==> config.mk <==
export PLATFORM = sky130hd
export DESIGN_NAME = usb_control_request_engine_core
export DESIGN_NICKNAME = d
export VERILOG_FILES = /design/src/hw/rtl/ucre_pkg.sv /design/src/hw/rtl/ucre_regs.sv /design/src/hw/rtl/ucre_front.sv /design/src/hw/rtl/ucre_queue.sv /design/src/hw/rtl/ucre_back.sv /design/src/hw/rtl/usb_control_request_engine_core.sv
export SDC_FILE = /design/constraint.sdc
export NUM_CORES = 1
export LEC_CHECK = 0
export BUFFER_PORTS_ARGS = -buffer_cell sky130_fd_sc_hd__buf_2
export CORE_ASPECT_RATIO = 1.75
export CORE_MARGIN = 2
export CORE_UTILIZATION = 60
export CTS_BUF_LIST = sky130_fd_sc_hd__clkbuf_8
export CTS_CLUSTER_DIAMETER = 50
export DETAILED_ROUTE_END_ITERATION = 16
export PLACE_DENSITY = 0.83
export SETUP_SLACK_MARGIN = 0.4
export SLEW_MARGIN = 0
export SYNTH_ARGS = -nofsm -noshare
export SYNTH_HDL_FRONTEND = slang
export SYNTH_SLANG_ARGS = --single-unit
export TNS_END_PERCENT = 1
==> constraint.sdc <==
create_clock -name clk_i -period 6.5 [get_ports clk_i]
set_clock_uncertainty 0.1 [all_clocks]
set_input_delay 0.975 -clock clk_i [delete_from_list [all_inputs] [get_ports clk_i]]
set_output_delay 0.975 -clock clk_i [all_outputs]
set_load 0.005 [all_outputs]
==> src/hw/rtl/ucre_pkg.sv <==
// ----------------------------------------------------------------------------
// ucre_pkg
// types and constants shared by the control request engine
// ----------------------------------------------------------------------------
package ucre_pkg;
  localparam int unsigned MaxPacket    = 64;
  localparam int unsigned NumConfigs   = 1;
  localparam int unsigned NumIfaces    = 2;
  localparam int unsigned QueueDepth   = 2;
  localparam int unsigned AddrW        = 5;

  typedef enum logic [2:0] {
    KindSetup = 3'd0, KindInDone = 3'd1, KindOutDone = 3'd2, KindRxStart = 3'd3,
    KindReset = 3'd4, KindSuspend = 3'd5, KindResume = 3'd6, KindDisconnect = 3'd7
  } kind_e;

  typedef enum logic [3:0] {
    ActNone = 4'd0, ActStallEp0 = 4'd1, ActStallEp = 4'd2, ActSendZlp = 4'd3,
    ActExpectZlp = 4'd4, ActTransmit = 4'd5, ActReceive = 4'd6, ActSetAddr = 4'd7,
    ActClassFwd = 4'd8, ActClassInit = 4'd9, ActClassDeinit = 4'd10
  } action_e;

  typedef enum logic [1:0] {
    StDefault = 2'd0, StAddressed = 2'd1, StConfigured = 2'd2, StSuspended = 2'd3
  } dev_state_e;

  typedef enum logic [2:0] {
    PhIdle = 3'd0, PhSetup = 3'd1, PhDataIn = 3'd2, PhDataOut = 3'd3,
    PhStatusIn = 3'd4, PhStatusOut = 3'd5
  } phase_e;

  // standard request numbers
  localparam logic [7:0] CodeGetStatus    = 8'd0;
  localparam logic [7:0] CodeClearFeature = 8'd1;
  localparam logic [7:0] CodeSetFeature   = 8'd3;
  localparam logic [7:0] CodeSetAddress   = 8'd5;
  localparam logic [7:0] CodeGetDesc      = 8'd6;
  localparam logic [7:0] CodeGetConfig    = 8'd8;
  localparam logic [7:0] CodeSetConfig    = 8'd9;

  // recipients and request type in bmRequestType
  localparam logic [4:0] RecipDevice    = 5'd0;
  localparam logic [4:0] RecipInterface = 5'd1;
  localparam logic [4:0] RecipEndpoint  = 5'd2;
  localparam logic [1:0] ReqTypeClass   = 2'd1;

  // descriptor types, feature selectors and data sources
  localparam logic [7:0]  DescTypeDevice = 8'd1;
  localparam logic [7:0]  DescTypeConfig = 8'd2;
  localparam logic [7:0]  DescTypeString = 8'd3;
  localparam logic [15:0] FeatureSelHalt   = 16'd0;
  localparam logic [15:0] FeatureSelWakeup = 16'd1;
  localparam logic [3:0]  DataSrcDevice = 4'd1;
  localparam logic [3:0]  DataSrcConfig = 4'd2;
  localparam logic [3:0]  DataSrcString = 4'd3;

  localparam logic [AddrW-1:0] RegDevDesc = 5'd0;
  localparam logic [AddrW-1:0] RegCfgDesc = 5'd4;
  localparam logic [AddrW-1:0] RegLangid  = 5'd8;
  localparam logic [AddrW-1:0] RegMaker   = 5'd12;
  localparam logic [AddrW-1:0] RegProduct = 5'd16;
  localparam logic [AddrW-1:0] RegSerial  = 5'd20;
  localparam logic [AddrW-1:0] RegCfgName = 5'd24;
  localparam logic [AddrW-1:0] RegIfName  = 5'd28;

  typedef struct packed {
    logic [2:0]  kind;
    logic [7:0]  request_type;
    logic [7:0]  request_code;
    logic [15:0] value_word;
    logic [15:0] index_word;
    logic [15:0] length_word;
    logic [3:0]  endpoint_number;
    logic        endpoint_halted;
    logic        class_ok;
    logic [15:0] receive_length;
  } req_t;

  typedef struct packed {
    logic [3:0]  action;
    logic [7:0]  endpoint_addr;
    logic [3:0]  data_source;
    logic [15:0] xfer_length;
    logic [15:0] immediate_value;
    logic [6:0]  device_address;
    logic [3:0]  config_number;
    logic        last;
  } act_t;

  // a classified item: up to three actions and how many of them are used
  typedef struct packed {
    act_t [2:0]  acts;
    logic [1:0]  count;
  } batch_t;

  typedef struct packed {
    logic [7:0]  dev_len;
    logic [15:0] cfg_len;
    logic [7:0]  langid_len;
    logic [7:0]  maker_len;
    logic [7:0]  product_len;
    logic [7:0]  serial_len;
    logic [7:0]  cfgname_len;
    logic [7:0]  ifname_len;
  } regs_t;

  function automatic act_t mk(action_e a, logic [7:0] ep, logic [3:0] src,
                              logic [15:0] len, logic [15:0] imm,
                              logic [6:0] adr, logic [3:0] cfg);
    act_t r;
    r.action = a; r.endpoint_addr = ep; r.data_source = src; r.xfer_length = len;
    r.immediate_value = imm; r.device_address = adr; r.config_number = cfg;
    r.last = 1'b0;
    return r;
  endfunction

  function automatic logic [15:0] min16(logic [15:0] a, logic [15:0] b);
    return (a < b) ? a : b;
  endfunction
endpackage

==> src/hw/rtl/ucre_regs.sv <==
// ----------------------------------------------------------------------------
// ucre_regs
// apb register file holding the descriptor lengths
// ----------------------------------------------------------------------------
module ucre_regs (
  input  logic                     clk_i,
  input  logic                     rst_ni,
  input  logic                     psel,
  input  logic                     penable,
  input  logic                     pwrite,
  input  logic [ucre_pkg::AddrW-1:0] paddr,
  input  logic [31:0]              pwdata,
  output logic [31:0]              prdata,
  output logic                     pready,
  output ucre_pkg::regs_t          regs_o
);
  import ucre_pkg::*;
  regs_t regs_q, regs_d;
  logic  wr;

  assign pready = 1'b1;
  assign wr = psel & penable & pwrite;
  assign regs_o = regs_q;

  always_comb begin
    regs_d = regs_q;
    if (wr) begin
      case (paddr)
        RegDevDesc: regs_d.dev_len     = pwdata[7:0];
        RegCfgDesc: regs_d.cfg_len     = pwdata[15:0];
        RegLangid:  regs_d.langid_len  = pwdata[7:0];
        RegMaker:   regs_d.maker_len   = pwdata[7:0];
        RegProduct: regs_d.product_len = pwdata[7:0];
        RegSerial:  regs_d.serial_len  = pwdata[7:0];
        RegCfgName: regs_d.cfgname_len = pwdata[7:0];
        RegIfName:  regs_d.ifname_len  = pwdata[7:0];
        default: ;
      endcase
    end
  end

  always_comb begin
    case (paddr)
      RegDevDesc: prdata = {24'd0, regs_q.dev_len};
      RegCfgDesc: prdata = {16'd0, regs_q.cfg_len};
      RegLangid:  prdata = {24'd0, regs_q.langid_len};
      RegMaker:   prdata = {24'd0, regs_q.maker_len};
      RegProduct: prdata = {24'd0, regs_q.product_len};
      RegSerial:  prdata = {24'd0, regs_q.serial_len};
      RegCfgName: prdata = {24'd0, regs_q.cfgname_len};
      RegIfName:  prdata = {24'd0, regs_q.ifname_len};
      default:    prdata = 32'd0;
    endcase
  end

  always_ff @(posedge clk_i or negedge rst_ni) begin
    if (!rst_ni) begin
      regs_q <= '{dev_len: 8'd18, default: '0};
    end else begin
      regs_q <= regs_d;
    end
  end
endmodule

==> src/hw/rtl/ucre_front.sv <==
// ----------------------------------------------------------------------------
// ucre_front
// accepts items, updates the device state and classifies them into actions
// ----------------------------------------------------------------------------
module ucre_front (
  input  logic             clk_i,
  input  logic             rst_ni,
  input  logic             valid_i,
  input  ucre_pkg::req_t   req_i,
  input  ucre_pkg::regs_t  regs_i,
  input  logic             full_i,
  output logic             accept_o,
  output logic             push_o,
  output ucre_pkg::batch_t batch_o
);
  import ucre_pkg::*;

  logic [1:0]  dev_q, dev_d, sav_q, sav_d;
  logic [6:0]  adr_q, adr_d;
  logic [3:0]  cfg_q, cfg_d;
  logic        wake_q, wake_d;
  logic [2:0]  ph_q, ph_d;
  logic [15:0] tx_q, tx_d, rx_q, rx_d;
  batch_t      b;

  assign accept_o = valid_i & ~full_i;

  always_comb begin
    logic [7:0]  rtype, code, ep, type_b, idx_b, cfgv;
    logic [15:0] val, idx, wlen, dlen, rest;
    logic [3:0]  src;
    logic        ok, live, known;
    rtype = req_i.request_type; code = req_i.request_code;
    val = req_i.value_word; idx = req_i.index_word; wlen = req_i.length_word;
    ok = req_i.class_ok; ep = idx[7:0];
    type_b = val[15:8]; idx_b = val[7:0]; cfgv = val[7:0];
    live = (dev_q == StAddressed) || (dev_q == StConfigured);
    dev_d = dev_q; sav_d = sav_q; adr_d = adr_q; cfg_d = cfg_q; wake_d = wake_q;
    ph_d = ph_q; tx_d = tx_q; rx_d = rx_q;
    b = '0; src = '0; known = 1'b0; dlen = '0; rest = '0;
    case (kind_e'(req_i.kind))
      KindSetup: begin
        ph_d = PhSetup;
        if (rtype[4:0] == RecipDevice) begin
          case (code)
            CodeGetDesc: begin
              if (type_b == DescTypeDevice) begin
                src = DataSrcDevice; known = 1'b1; dlen = {8'd0, regs_i.dev_len};
              end else if (type_b == DescTypeConfig) begin
                src = DataSrcConfig; known = 1'b1; dlen = regs_i.cfg_len;
              end else if (type_b == DescTypeString && idx_b <= 8'd5) begin
                src = DataSrcString + idx_b[3:0]; known = 1'b1;
                case (idx_b[2:0])
                  3'd0: dlen = {8'd0, regs_i.langid_len};
                  3'd1: dlen = {8'd0, regs_i.maker_len};
                  3'd2: dlen = {8'd0, regs_i.product_len};
                  3'd3: dlen = {8'd0, regs_i.serial_len};
                  3'd4: dlen = {8'd0, regs_i.cfgname_len};
                  default: dlen = {8'd0, regs_i.ifname_len};
                endcase
              end
              if (!known) begin
                b.acts[0] = mk(ActStallEp0, 8'h00, '0, '0, '0, '0, '0); b.count = 2'd1;
              end else if (wlen == 16'd0) begin
                ph_d = PhStatusIn;
                b.acts[0] = mk(ActSendZlp, 8'h80, '0, '0, '0, '0, '0); b.count = 2'd1;
              end else if (dlen == 16'd0) begin
                b.acts[0] = mk(ActStallEp0, 8'h00, '0, '0, '0, '0, '0); b.count = 2'd1;
              end else begin
                tx_d = min16(dlen, wlen); ph_d = PhDataIn;
                b.acts[0] = mk(ActTransmit, 8'h80, src, tx_d, '0, '0, '0); b.count = 2'd1;
              end
            end
            CodeSetAddress: begin
              if (idx != 16'd0 || wlen != 16'd0 || dev_q == StConfigured) begin
                b.acts[0] = mk(ActStallEp0, 8'h00, '0, '0, '0, '0, '0); b.count = 2'd1;
              end else begin
                adr_d = val[6:0]; ph_d = PhStatusIn;
                b.acts[0] = mk(ActSetAddr, 8'h00, '0, '0, '0, val[6:0], '0);
                b.acts[1] = mk(ActSendZlp, 8'h80, '0, '0, '0, '0, '0); b.count = 2'd2;
                dev_d = (val[6:0] != 7'd0) ? StAddressed : StDefault;
              end
            end
            CodeSetConfig: begin
              if (cfgv > 8'(NumConfigs)) begin
                b.acts[0] = mk(ActStallEp0, 8'h00, '0, '0, '0, '0, '0); b.count = 2'd1;
              end else if (dev_q == StAddressed) begin
                if (cfgv != 8'd0) begin
                  cfg_d = cfgv[3:0]; dev_d = StConfigured; sav_d = StConfigured;
                  b.acts[0] = mk(ActClassInit, 8'h00, '0, '0, '0, '0, cfgv[3:0]);
                  if (!ok) b.acts[1] = mk(ActStallEp0, 8'h00, '0, '0, '0, '0, '0);
                  else begin
                    ph_d = PhStatusIn; b.acts[1] = mk(ActSendZlp, 8'h80, '0, '0, '0, '0, '0);
                  end
                  b.count = 2'd2;
                end else begin
                  ph_d = PhStatusIn;
                  b.acts[0] = mk(ActSendZlp, 8'h80, '0, '0, '0, '0, '0); b.count = 2'd1;
                end
              end else if (dev_q == StConfigured) begin
                if (cfgv == 8'd0) begin
                  dev_d = StAddressed; sav_d = StAddressed; cfg_d = '0;
                  b.acts[0] = mk(ActClassDeinit, 8'h00, '0, '0, '0, '0, cfg_q);
                  if (!ok) b.acts[1] = mk(ActStallEp0, 8'h00, '0, '0, '0, '0, '0);
                  else begin
                    ph_d = PhStatusIn; b.acts[1] = mk(ActSendZlp, 8'h80, '0, '0, '0, '0, '0);
                  end
                  b.count = 2'd2;
                end else if (cfgv[3:0] != cfg_q) begin
                  cfg_d = cfgv[3:0];
                  b.acts[0] = mk(ActClassDeinit, 8'h00, '0, '0, '0, '0, cfg_q);
                  b.acts[1] = mk(ActClassInit, 8'h00, '0, '0, '0, '0, cfgv[3:0]);
                  if (!ok) b.acts[2] = mk(ActStallEp0, 8'h00, '0, '0, '0, '0, '0);
                  else begin
                    ph_d = PhStatusIn; b.acts[2] = mk(ActSendZlp, 8'h80, '0, '0, '0, '0, '0);
                  end
                  b.count = 2'd3;
                end else begin
                  ph_d = PhStatusIn;
                  b.acts[0] = mk(ActSendZlp, 8'h80, '0, '0, '0, '0, '0); b.count = 2'd1;
                end
              end else begin
                b.acts[0] = mk(ActStallEp0, 8'h00, '0, '0, '0, '0, '0); b.count = 2'd1;
              end
            end
            CodeGetConfig: begin
              if (wlen == 16'd1 && (dev_q == StAddressed || dev_q == StConfigured)) begin
                tx_d = 16'd1; ph_d = PhDataIn;
                b.acts[0] = mk(ActTransmit, 8'h80, '0, 16'd1,
                               (dev_q == StConfigured) ? {12'd0, cfg_q} : 16'd0, '0, '0);
              end else b.acts[0] = mk(ActStallEp0, 8'h00, '0, '0, '0, '0, '0);
              b.count = 2'd1;
            end
            CodeGetStatus: begin
              if (live) begin
                tx_d = min16(16'd2, wlen); ph_d = PhDataIn;
                b.acts[0] = mk(ActTransmit, 8'h80, '0, tx_d, {14'd0, wake_q, 1'b1}, '0, '0);
              end else b.acts[0] = mk(ActStallEp0, 8'h00, '0, '0, '0, '0, '0);
              b.count = 2'd1;
            end
            CodeSetFeature: begin
              if (val == FeatureSelWakeup) begin
                wake_d = 1'b1; ph_d = PhStatusIn;
                b.acts[0] = mk(ActSendZlp, 8'h80, '0, '0, '0, '0, '0);
              end else b.acts[0] = mk(ActStallEp0, 8'h00, '0, '0, '0, '0, '0);
              b.count = 2'd1;
            end
            CodeClearFeature: begin
              if (live && val == FeatureSelWakeup) begin
                wake_d = 1'b0; ph_d = PhStatusIn;
                b.acts[0] = mk(ActSendZlp, 8'h80, '0, '0, '0, '0, '0);
              end else b.acts[0] = mk(ActStallEp0, 8'h00, '0, '0, '0, '0, '0);
              b.count = 2'd1;
            end
            default: begin
              b.acts[0] = mk(ActStallEp0, 8'h00, '0, '0, '0, '0, '0); b.count = 2'd1;
            end
          endcase
        end else if (rtype[4:0] == RecipInterface) begin
          if (dev_q == StConfigured && ep <= 8'(NumIfaces)) begin
            b.acts[0] = mk(ActClassFwd, 8'h00, '0, '0, '0, '0, '0); b.count = 2'd1;
            if (wlen == 16'd0) begin
              ph_d = PhStatusIn;
              b.acts[1] = mk(ActSendZlp, 8'h80, '0, '0, '0, '0, '0); b.count = 2'd2;
            end
          end else begin
            b.acts[0] = mk(ActStallEp0, 8'h00, '0, '0, '0, '0, '0); b.count = 2'd1;
          end
        end else if (rtype[4:0] == RecipEndpoint) begin
          if (rtype[6:5] == ReqTypeClass) begin
            b.acts[0] = mk(ActClassFwd, 8'h00, '0, '0, '0, '0, '0); b.count = 2'd1;
          end else if (dev_q == StAddressed) begin
            b.acts[0] = (ep[6:0] != 7'd0) ? mk(ActStallEp, ep, '0, '0, '0, '0, '0)
                                         : mk(ActStallEp0, 8'h00, '0, '0, '0, '0, '0);
            b.count = 2'd1;
          end else if (dev_q != StConfigured) begin
            b.acts[0] = mk(ActStallEp0, 8'h00, '0, '0, '0, '0, '0); b.count = 2'd1;
          end else begin
            case (code)
              CodeSetFeature: begin
                ph_d = PhStatusIn;
                if (ep[6:0] != 7'd0 && val == FeatureSelHalt) begin
                  b.acts[0] = mk(ActStallEp, ep, '0, '0, '0, '0, '0);
                  b.acts[1] = mk(ActClassFwd, 8'h00, '0, '0, '0, '0, '0);
                  b.acts[2] = mk(ActSendZlp, 8'h80, '0, '0, '0, '0, '0); b.count = 2'd3;
                end else begin
                  b.acts[0] = mk(ActClassFwd, 8'h00, '0, '0, '0, '0, '0);
                  b.acts[1] = mk(ActSendZlp, 8'h80, '0, '0, '0, '0, '0); b.count = 2'd2;
                end
              end
              CodeClearFeature: begin
                if (val == FeatureSelHalt) begin
                  ph_d = PhStatusIn;
                  if (ep[6:0] != 7'd0) begin
                    b.acts[0] = mk(ActStallEp, ep, '0, '0, '0, '0, '0);
                    b.acts[1] = mk(ActClassFwd, 8'h00, '0, '0, '0, '0, '0);
                    b.acts[2] = mk(ActSendZlp, 8'h80, '0, '0, '0, '0, '0); b.count = 2'd3;
                  end else begin
                    b.acts[0] = mk(ActSendZlp, 8'h80, '0, '0, '0, '0, '0); b.count = 2'd1;
                  end
                end
              end
              CodeGetStatus: begin
                tx_d = min16(16'd2, wlen); ph_d = PhDataIn;
                b.acts[0] = mk(ActTransmit, 8'h80, '0, tx_d,
                               {15'd0, req_i.endpoint_halted}, '0, '0);
                b.count = 2'd1;
              end
              default: begin
                b.acts[0] = mk(ActStallEp0, 8'h00, '0, '0, '0, '0, '0); b.count = 2'd1;
              end
            endcase
          end
        end else begin
          b.acts[0] = mk(ActStallEp, rtype[7] ? 8'h80 : 8'h00, '0, '0, '0, '0, '0);
          b.count = 2'd1;
        end
      end
      KindInDone: begin
        if (req_i.endpoint_number == 4'd0 && ph_q == PhDataIn) begin
          if (tx_q > 16'(MaxPacket)) begin
            rest = tx_q - 16'(MaxPacket); tx_d = rest;
            b.acts[0] = mk(ActTransmit, 8'h80, '0, min16(rest, 16'(MaxPacket)), '0, '0, '0);
            b.acts[1] = mk(ActExpectZlp, 8'h00, '0, '0, '0, '0, '0); b.count = 2'd2;
          end else if (tx_q == 16'(MaxPacket)) begin
            tx_d = '0; ph_d = PhStatusOut;
            b.acts[0] = mk(ActSendZlp, 8'h80, '0, '0, '0, '0, '0);
            b.acts[1] = mk(ActExpectZlp, 8'h00, '0, '0, '0, '0, '0); b.count = 2'd2;
          end else begin
            ph_d = PhStatusOut;
            b.acts[0] = mk(ActExpectZlp, 8'h00, '0, '0, '0, '0, '0); b.count = 2'd1;
          end
        end
      end
      KindOutDone: begin
        if (req_i.endpoint_number == 4'd0 && ph_q == PhDataOut) begin
          if (rx_q > 16'(MaxPacket)) begin
            rest = rx_q - 16'(MaxPacket); rx_d = rest;
            b.acts[0] = mk(ActReceive, 8'h00, '0, min16(rest, 16'(MaxPacket)), '0, '0, '0);
          end else begin
            ph_d = PhStatusIn;
            b.acts[0] = mk(ActSendZlp, 8'h80, '0, '0, '0, '0, '0);
          end
          b.count = 2'd1;
        end
      end
      KindRxStart: begin
        rx_d = req_i.receive_length; ph_d = PhDataOut;
        b.acts[0] = mk(ActReceive, 8'h00, '0, req_i.receive_length, '0, '0, '0);
        b.count = 2'd1;
      end
      KindReset: begin
        dev_d = StDefault; sav_d = StDefault; wake_d = 1'b0; adr_d = '0; cfg_d = '0;
        ph_d = PhIdle;
      end
      KindSuspend: begin
        sav_d = dev_q; dev_d = StSuspended;
      end
      KindResume: begin
        if (dev_q == StSuspended) dev_d = sav_q;
      end
      default: begin
        dev_d = StDefault; sav_d = StDefault; wake_d = 1'b0; adr_d = '0; cfg_d = '0;
      end
    endcase
    case (b.count)
      2'd1: b.acts[0].last = 1'b1;
      2'd2: b.acts[1].last = 1'b1;
      2'd3: b.acts[2].last = 1'b1;
      default: ;
    endcase
  end

  assign batch_o = b;
  assign push_o  = accept_o & (b.count != 2'd0);

  always_ff @(posedge clk_i or negedge rst_ni) begin
    if (!rst_ni) begin
      dev_q <= StDefault; sav_q <= StDefault; adr_q <= '0; cfg_q <= '0;
      wake_q <= 1'b0; ph_q <= PhIdle; tx_q <= '0; rx_q <= '0;
    end else if (accept_o) begin
      dev_q <= dev_d; sav_q <= sav_d; adr_q <= adr_d; cfg_q <= cfg_d;
      wake_q <= wake_d; ph_q <= ph_d; tx_q <= tx_d; rx_q <= rx_d;
    end
  end
endmodule

==> src/hw/rtl/ucre_queue.sv <==
// ----------------------------------------------------------------------------
// ucre_queue
// short fifo of classified batches between front and back
// ----------------------------------------------------------------------------
module ucre_queue (
  input  logic             clk_i,
  input  logic             rst_ni,
  input  logic             push_i,
  input  ucre_pkg::batch_t data_i,
  input  logic             pop_i,
  output logic             full_o,
  output logic             empty_o,
  output ucre_pkg::batch_t data_o
);
  import ucre_pkg::*;
  batch_t      mem_q [QueueDepth];
  logic        wp_q, rp_q;
  logic [1:0]  cnt_q;

  assign full_o  = (cnt_q == 2'(QueueDepth));
  assign empty_o = (cnt_q == 2'd0);
  assign data_o  = mem_q[rp_q];

  always_ff @(posedge clk_i) begin
    if (push_i) mem_q[wp_q] <= data_i;
  end

  always_ff @(posedge clk_i or negedge rst_ni) begin
    if (!rst_ni) begin
      wp_q <= 1'b0; rp_q <= 1'b0; cnt_q <= '0;
    end else begin
      if (push_i) wp_q <= ~wp_q;
      if (pop_i)  rp_q <= ~rp_q;
      cnt_q <= cnt_q + {1'b0, push_i} - {1'b0, pop_i};
    end
  end
endmodule

==> src/hw/rtl/ucre_back.sv <==
// ----------------------------------------------------------------------------
// ucre_back
// plays the actions of each batch out one per cycle, unless stalled, into an output register
// ----------------------------------------------------------------------------
module ucre_back (
  input  logic             clk_i,
  input  logic             rst_ni,
  input  logic             empty_i,
  input  ucre_pkg::batch_t batch_i,
  output logic             pop_o,
  output logic             valid_o,
  output ucre_pkg::act_t   act_o,
  input  logic             stall_i
);
  import ucre_pkg::*;
  logic [1:0] sel_q;
  logic       vld_q;
  act_t       out_q;
  logic       load;

  assign load  = ~empty_i & (~vld_q | ~stall_i);
  assign pop_o = load & (sel_q == batch_i.count - 2'd1);
  assign valid_o = vld_q;
  assign act_o   = out_q;

  always_ff @(posedge clk_i) begin
    if (load) out_q <= batch_i.acts[sel_q];
  end

  always_ff @(posedge clk_i or negedge rst_ni) begin
    if (!rst_ni) begin
      sel_q <= '0; vld_q <= 1'b0;
    end else begin
      if (load) vld_q <= 1'b1;
      else if (~stall_i) vld_q <= 1'b0;
      if (pop_o) sel_q <= '0;
      else if (load) sel_q <= sel_q + 2'd1;
    end
  end
endmodule

==> src/hw/rtl/usb_control_request_engine_core.sv <==
// ----------------------------------------------------------------------------
// usb_control_request_engine_core
// usb ep0 control request engine: device state, request decode, action stream
// ----------------------------------------------------------------------------
// channel | direction | handshake         | payload
// req     | in        | req_valid_i/stall | req_i (ucre_pkg::req_t)
// act     | out       | act_valid_o/stall | act_o (ucre_pkg::act_t)
// apb     | in        | psel/penable      | descriptor length registers
//
// each transaction is classified in the cycle it is accepted; its up to three
// actions leave one per cycle, while act_stall_i is low, from a registered output,
// so the rate is set by the action count at the back end
// a two-entry queue between front and back lets inputs be taken while actions wait
// reset clears device state, queue and output valid; descriptor lengths reset
// to 18 for the device descriptor and 0 elsewhere
module usb_control_request_engine_core (
  input  logic                       clk_i,
  input  logic                       rst_ni,
  input  logic                       req_valid_i,
  output logic                       req_stall_o,
  input  ucre_pkg::req_t             req_i,
  output logic                       act_valid_o,
  input  logic                       act_stall_i,
  output ucre_pkg::act_t             act_o,
  input  logic                       psel,
  input  logic                       penable,
  input  logic                       pwrite,
  input  logic [ucre_pkg::AddrW-1:0] paddr,
  input  logic [31:0]                pwdata,
  output logic [31:0]                prdata,
  output logic                       pready
);
  import ucre_pkg::*;
  regs_t  regs;
  batch_t batch_w, batch_r;
  logic   full, empty, push, pop, accept;

  ucre_regs u_regs (
    .clk_i, .rst_ni, .psel, .penable, .pwrite, .paddr, .pwdata, .prdata, .pready,
    .regs_o(regs)
  );

  // front end: state update and classification
  ucre_front u_front (
    .clk_i, .rst_ni, .valid_i(req_valid_i), .req_i, .regs_i(regs), .full_i(full),
    .accept_o(accept), .push_o(push), .batch_o(batch_w)
  );

  // stall only while the queue is full
  assign req_stall_o = full;

  ucre_queue u_queue (
    .clk_i, .rst_ni, .push_i(push), .data_i(batch_w), .pop_i(pop),
    .full_o(full), .empty_o(empty), .data_o(batch_r)
  );

  ucre_back u_back (
    .clk_i, .rst_ni, .empty_i(empty), .batch_i(batch_r), .pop_o(pop),
    .valid_o(act_valid_o), .act_o, .stall_i(act_stall_i)
  );
endmodule

==> reports/qor.yml <==
grt.met2_usage: 0.6159
use_met1: 0.3500
synthCells: 1437
setup_tns_ns: 0
rows: 78
antenna_found_initial: 3
worstSetupPathType: "in -> reg"
report.final.slew_viol_count: 0
yosysSeqAreaShare: 0.5186
routabilityCongestion: 1.043
viasPerCell: 6.510
power.total_mw: 5.466
hold_path_class: "in -> async"
pin_count: 228
clock.fmax_mhz: 196.6
cts_setup_buffers: 0
leakagePower_nw: 7.748
die-height_um: 219.4
synthArstFlopShare: 0.4169
cap_violations: 0
max-clock-path-buffers: 3
cts_tree: "yes"
coreArea_um2: 25960
fin_nets: 1793
ys_seq_elements: 295
required_ns: 6.65
grt.busiest_layer: "met2"
yosysTopAreaCell: "edfxtp_1"
relSlewSlack: 0.2711
synth_ff_type: "edfxtp_1"
cts_inserted_buffers: 43
finalSetupViolCount: 0
worstPathMaxFanout: 16
ys_types: 82
worst_pin_slew_ns: 1.089
drc: 0
clkLatencyLatePin_ns: 0.58
powerDensity_nw_per_um2: 302.8
ant_nets: 0
grtUsageMet3: 0.06753
area_growth_pct: 13.55
hold_viol: 0
grt_pass1_vias: 13208
yosysTopAreaCellShare: 0.3248
drtIter0Drc: 917
track_usage: 0.3474
root_buffer: "clkbuf_8"
cp-start-kind: "primary input"
start_util: 0.6125
die-area_um2: 27870
rsz0062_at_grt: "false"
port_buffers: 182
num_vias: 12916
grt_overflow_total: 0
dp_hpwl_mm: 35.88
syn_avg_cell_area_um2: 11.06
period_needed_ns: 5.085
post-route-period-util: 0.7824
clkTransAtPathRegs_ns: 0.07
fp.dieW_um: 127.1
irDropWorstVdd_mv: 0.4041
status: "completed"
grt_max_degree: 76
wl_per_cell_um: 24.15
postRouteWirelength_mm: 47.92
synth_area_leaders: "edfxtp_1 32%, dfrtp_1 19%, mux2_2 6.0%"
htree_levels: 2
drive_gt1_frac: 0.2434
placedCellCount: 1905
num_antenna_cells: 0
synth.cell_area_um2: 15900
dr.pass1.iters: 6
grt_first_pass_wirelength_mm: 73.22
holdWs_ns: 0.3200
cp_data_arrival_time_ns: 5.24
cts_sinks: 295
end_kind: "flop"
stdcell_count: 1984
cts_resized: 0
synth_edf_count: 172
hold_buffers: 0
yosysWarnings: 0
[critical path: stages]
cell and delay, ns:
buf_2 0.18, inv_1 0.10, ha_1 0.39, or3_4 0.50, a21o_1 0.27, o221ai_1 0.29
or3_1 0.19, nand2_1 0.08, ha_1 0.29, a21o_1 0.18, a21o_1 0.18, a211oi_1 0.27
o311ai_2 0.19, a211oi_4 0.26, buf_4 0.30, mux2i_1 0.38, o21ai_0 0.20
[report_power, final]
part / internal [mW] / switching (mW)
logic: 0.531 / 0.732
registers: 2.37 / 0.200
clock network: 0.908 / 0.722
[Yosys cell counts, types with 13 or more instances]
| library cell | instances |
|---|---|
| nor3_1 | 37 |
| mux2i_1 | 64 |
| nor2b_1 | 17 |
| nor2_1 | 127 |
| a22oi_1 | 38 |
| edfxtp_1 | 172 |
| a21oi_1 | 47 |
| o31ai_1 | 13 |
| a22o_1 | 22 |
| inv_1 | 48 |
| mux2_2 | 85 |
| nand2_1 | 91 |
| o211ai_1 | 13 |
| nand2b_1 | 17 |
| nand3_1 | 38 |
| and3_1 | 16 |
| buf_4 | 29 |
| o22ai_1 | 18 |
| clkbuf_1 | 53 |
| and2_1 | 27 |
| ha_1 | 30 |
| o21ai_0 | 71 |
| dfrtp_1 | 121 |
| or3_1 | 13 |
| nor4_1 | 29 |
[registers in the layout, summed over array words and instances, names as in the netlist, 3 cells and up]
name and count:
u_queue.mem_q 124, u_regs.regs_o 72, u_back.act_o 48, u_front.rx_q 16, u_front.tx_q 16, u_front.cfg_q 4
u_front.ph_q 3
[per-stage QoR]
step                setup slack, ns  utilization  cell area, µm²
floorplan                     1.127            -           16020
global placement             0.9271       0.6590           17110
detailed placement           0.9019       0.6590           17110
CTS                           1.501       0.6955           18050
global route                  1.210       0.6955           18050
finish                        1.415       0.6955           18050
[logic make-up (layout without fill, tap and decap cells)]
logic type / Yosys count / after routing / synth area share
other cells: 2 / 33 / 0.0004723
simple gates: 474 / 474 / 0.1527
buf+inv: 144 / 340 / 0.04296
xor+xnor: 16 / 16 / 0.008813
flops: 295 / 295 / 0.5186
mux: 157 / 157 / 0.1118
fa+ha+maj: 30 / 30 / 0.02361
compound gates: 319 / 319 / 0.1411
[worst paths after layout]
kind / startpoint / end / slack [ns] / depth (start not counted)
max: req_i[54] / u_queue.mem_q[1][45] / 1.41 / 17
min: rst_ni / u_regs.regs_o[11] / 0.32 / 1
max reg2reg: u_front.dev_q[0] / u_queue.mem_q[0][44] / 2.19 / 12
min reg2reg: u_front.sav_q[0] / u_front.sav_q[0] / 0.39 / 1
max in group asynchronous: rst_ni / u_regs.regs_o[57] / 4.48 / 2
min in group clk_i: u_front.sav_q[0] / u_front.sav_q[0] / 0.39 / 1
[per-layer routing]
layer,vias to the layer above,part of all wire
li1,5773,-
met1,6190,0.32
met2,711,0.51
met3,238,0.072
met4,4,0.098
met5,-,0.00042
[area by class of cell]
cell class	instances	area [µm²]
flip-flops and latches	295	8247
fillers	1917	7905
multi-input cells	1029	7108
repair buffers	213	1171
clock buffers	50	688.2
well taps	320	400.4
clock inverters	29	260.3
inverters	48	180.2
[cells in the final DEF (no fill, tap or decap), types with 9 or more instances in the layout]
cell,instances
buf_2,181
edfxtp_1,172
nor2_1,127
dfrtp_1,120
nand2_1,91
mux2_2,85
o21ai_0,71
mux2i_1,64
inv_1,61
clkbuf_8,50
a21oi_1,47
a22oi_1,38
nand3_1,38
nor3_1,36
conb_1,33
ha_1,30
buf_4,30
nor4_1,28
and2_1,26
a22o_1,22
o22ai_1,18
nand2b_1,17
and3_1,16
nor2b_1,16
or3_1,13
o211ai_1,13
o31ai_1,13
nand4_1,12
a211oi_1,11
or4_1,11
xor2_1,10
a221oi_1,9
No activity file was read; power rests on OpenSTA's default activity.
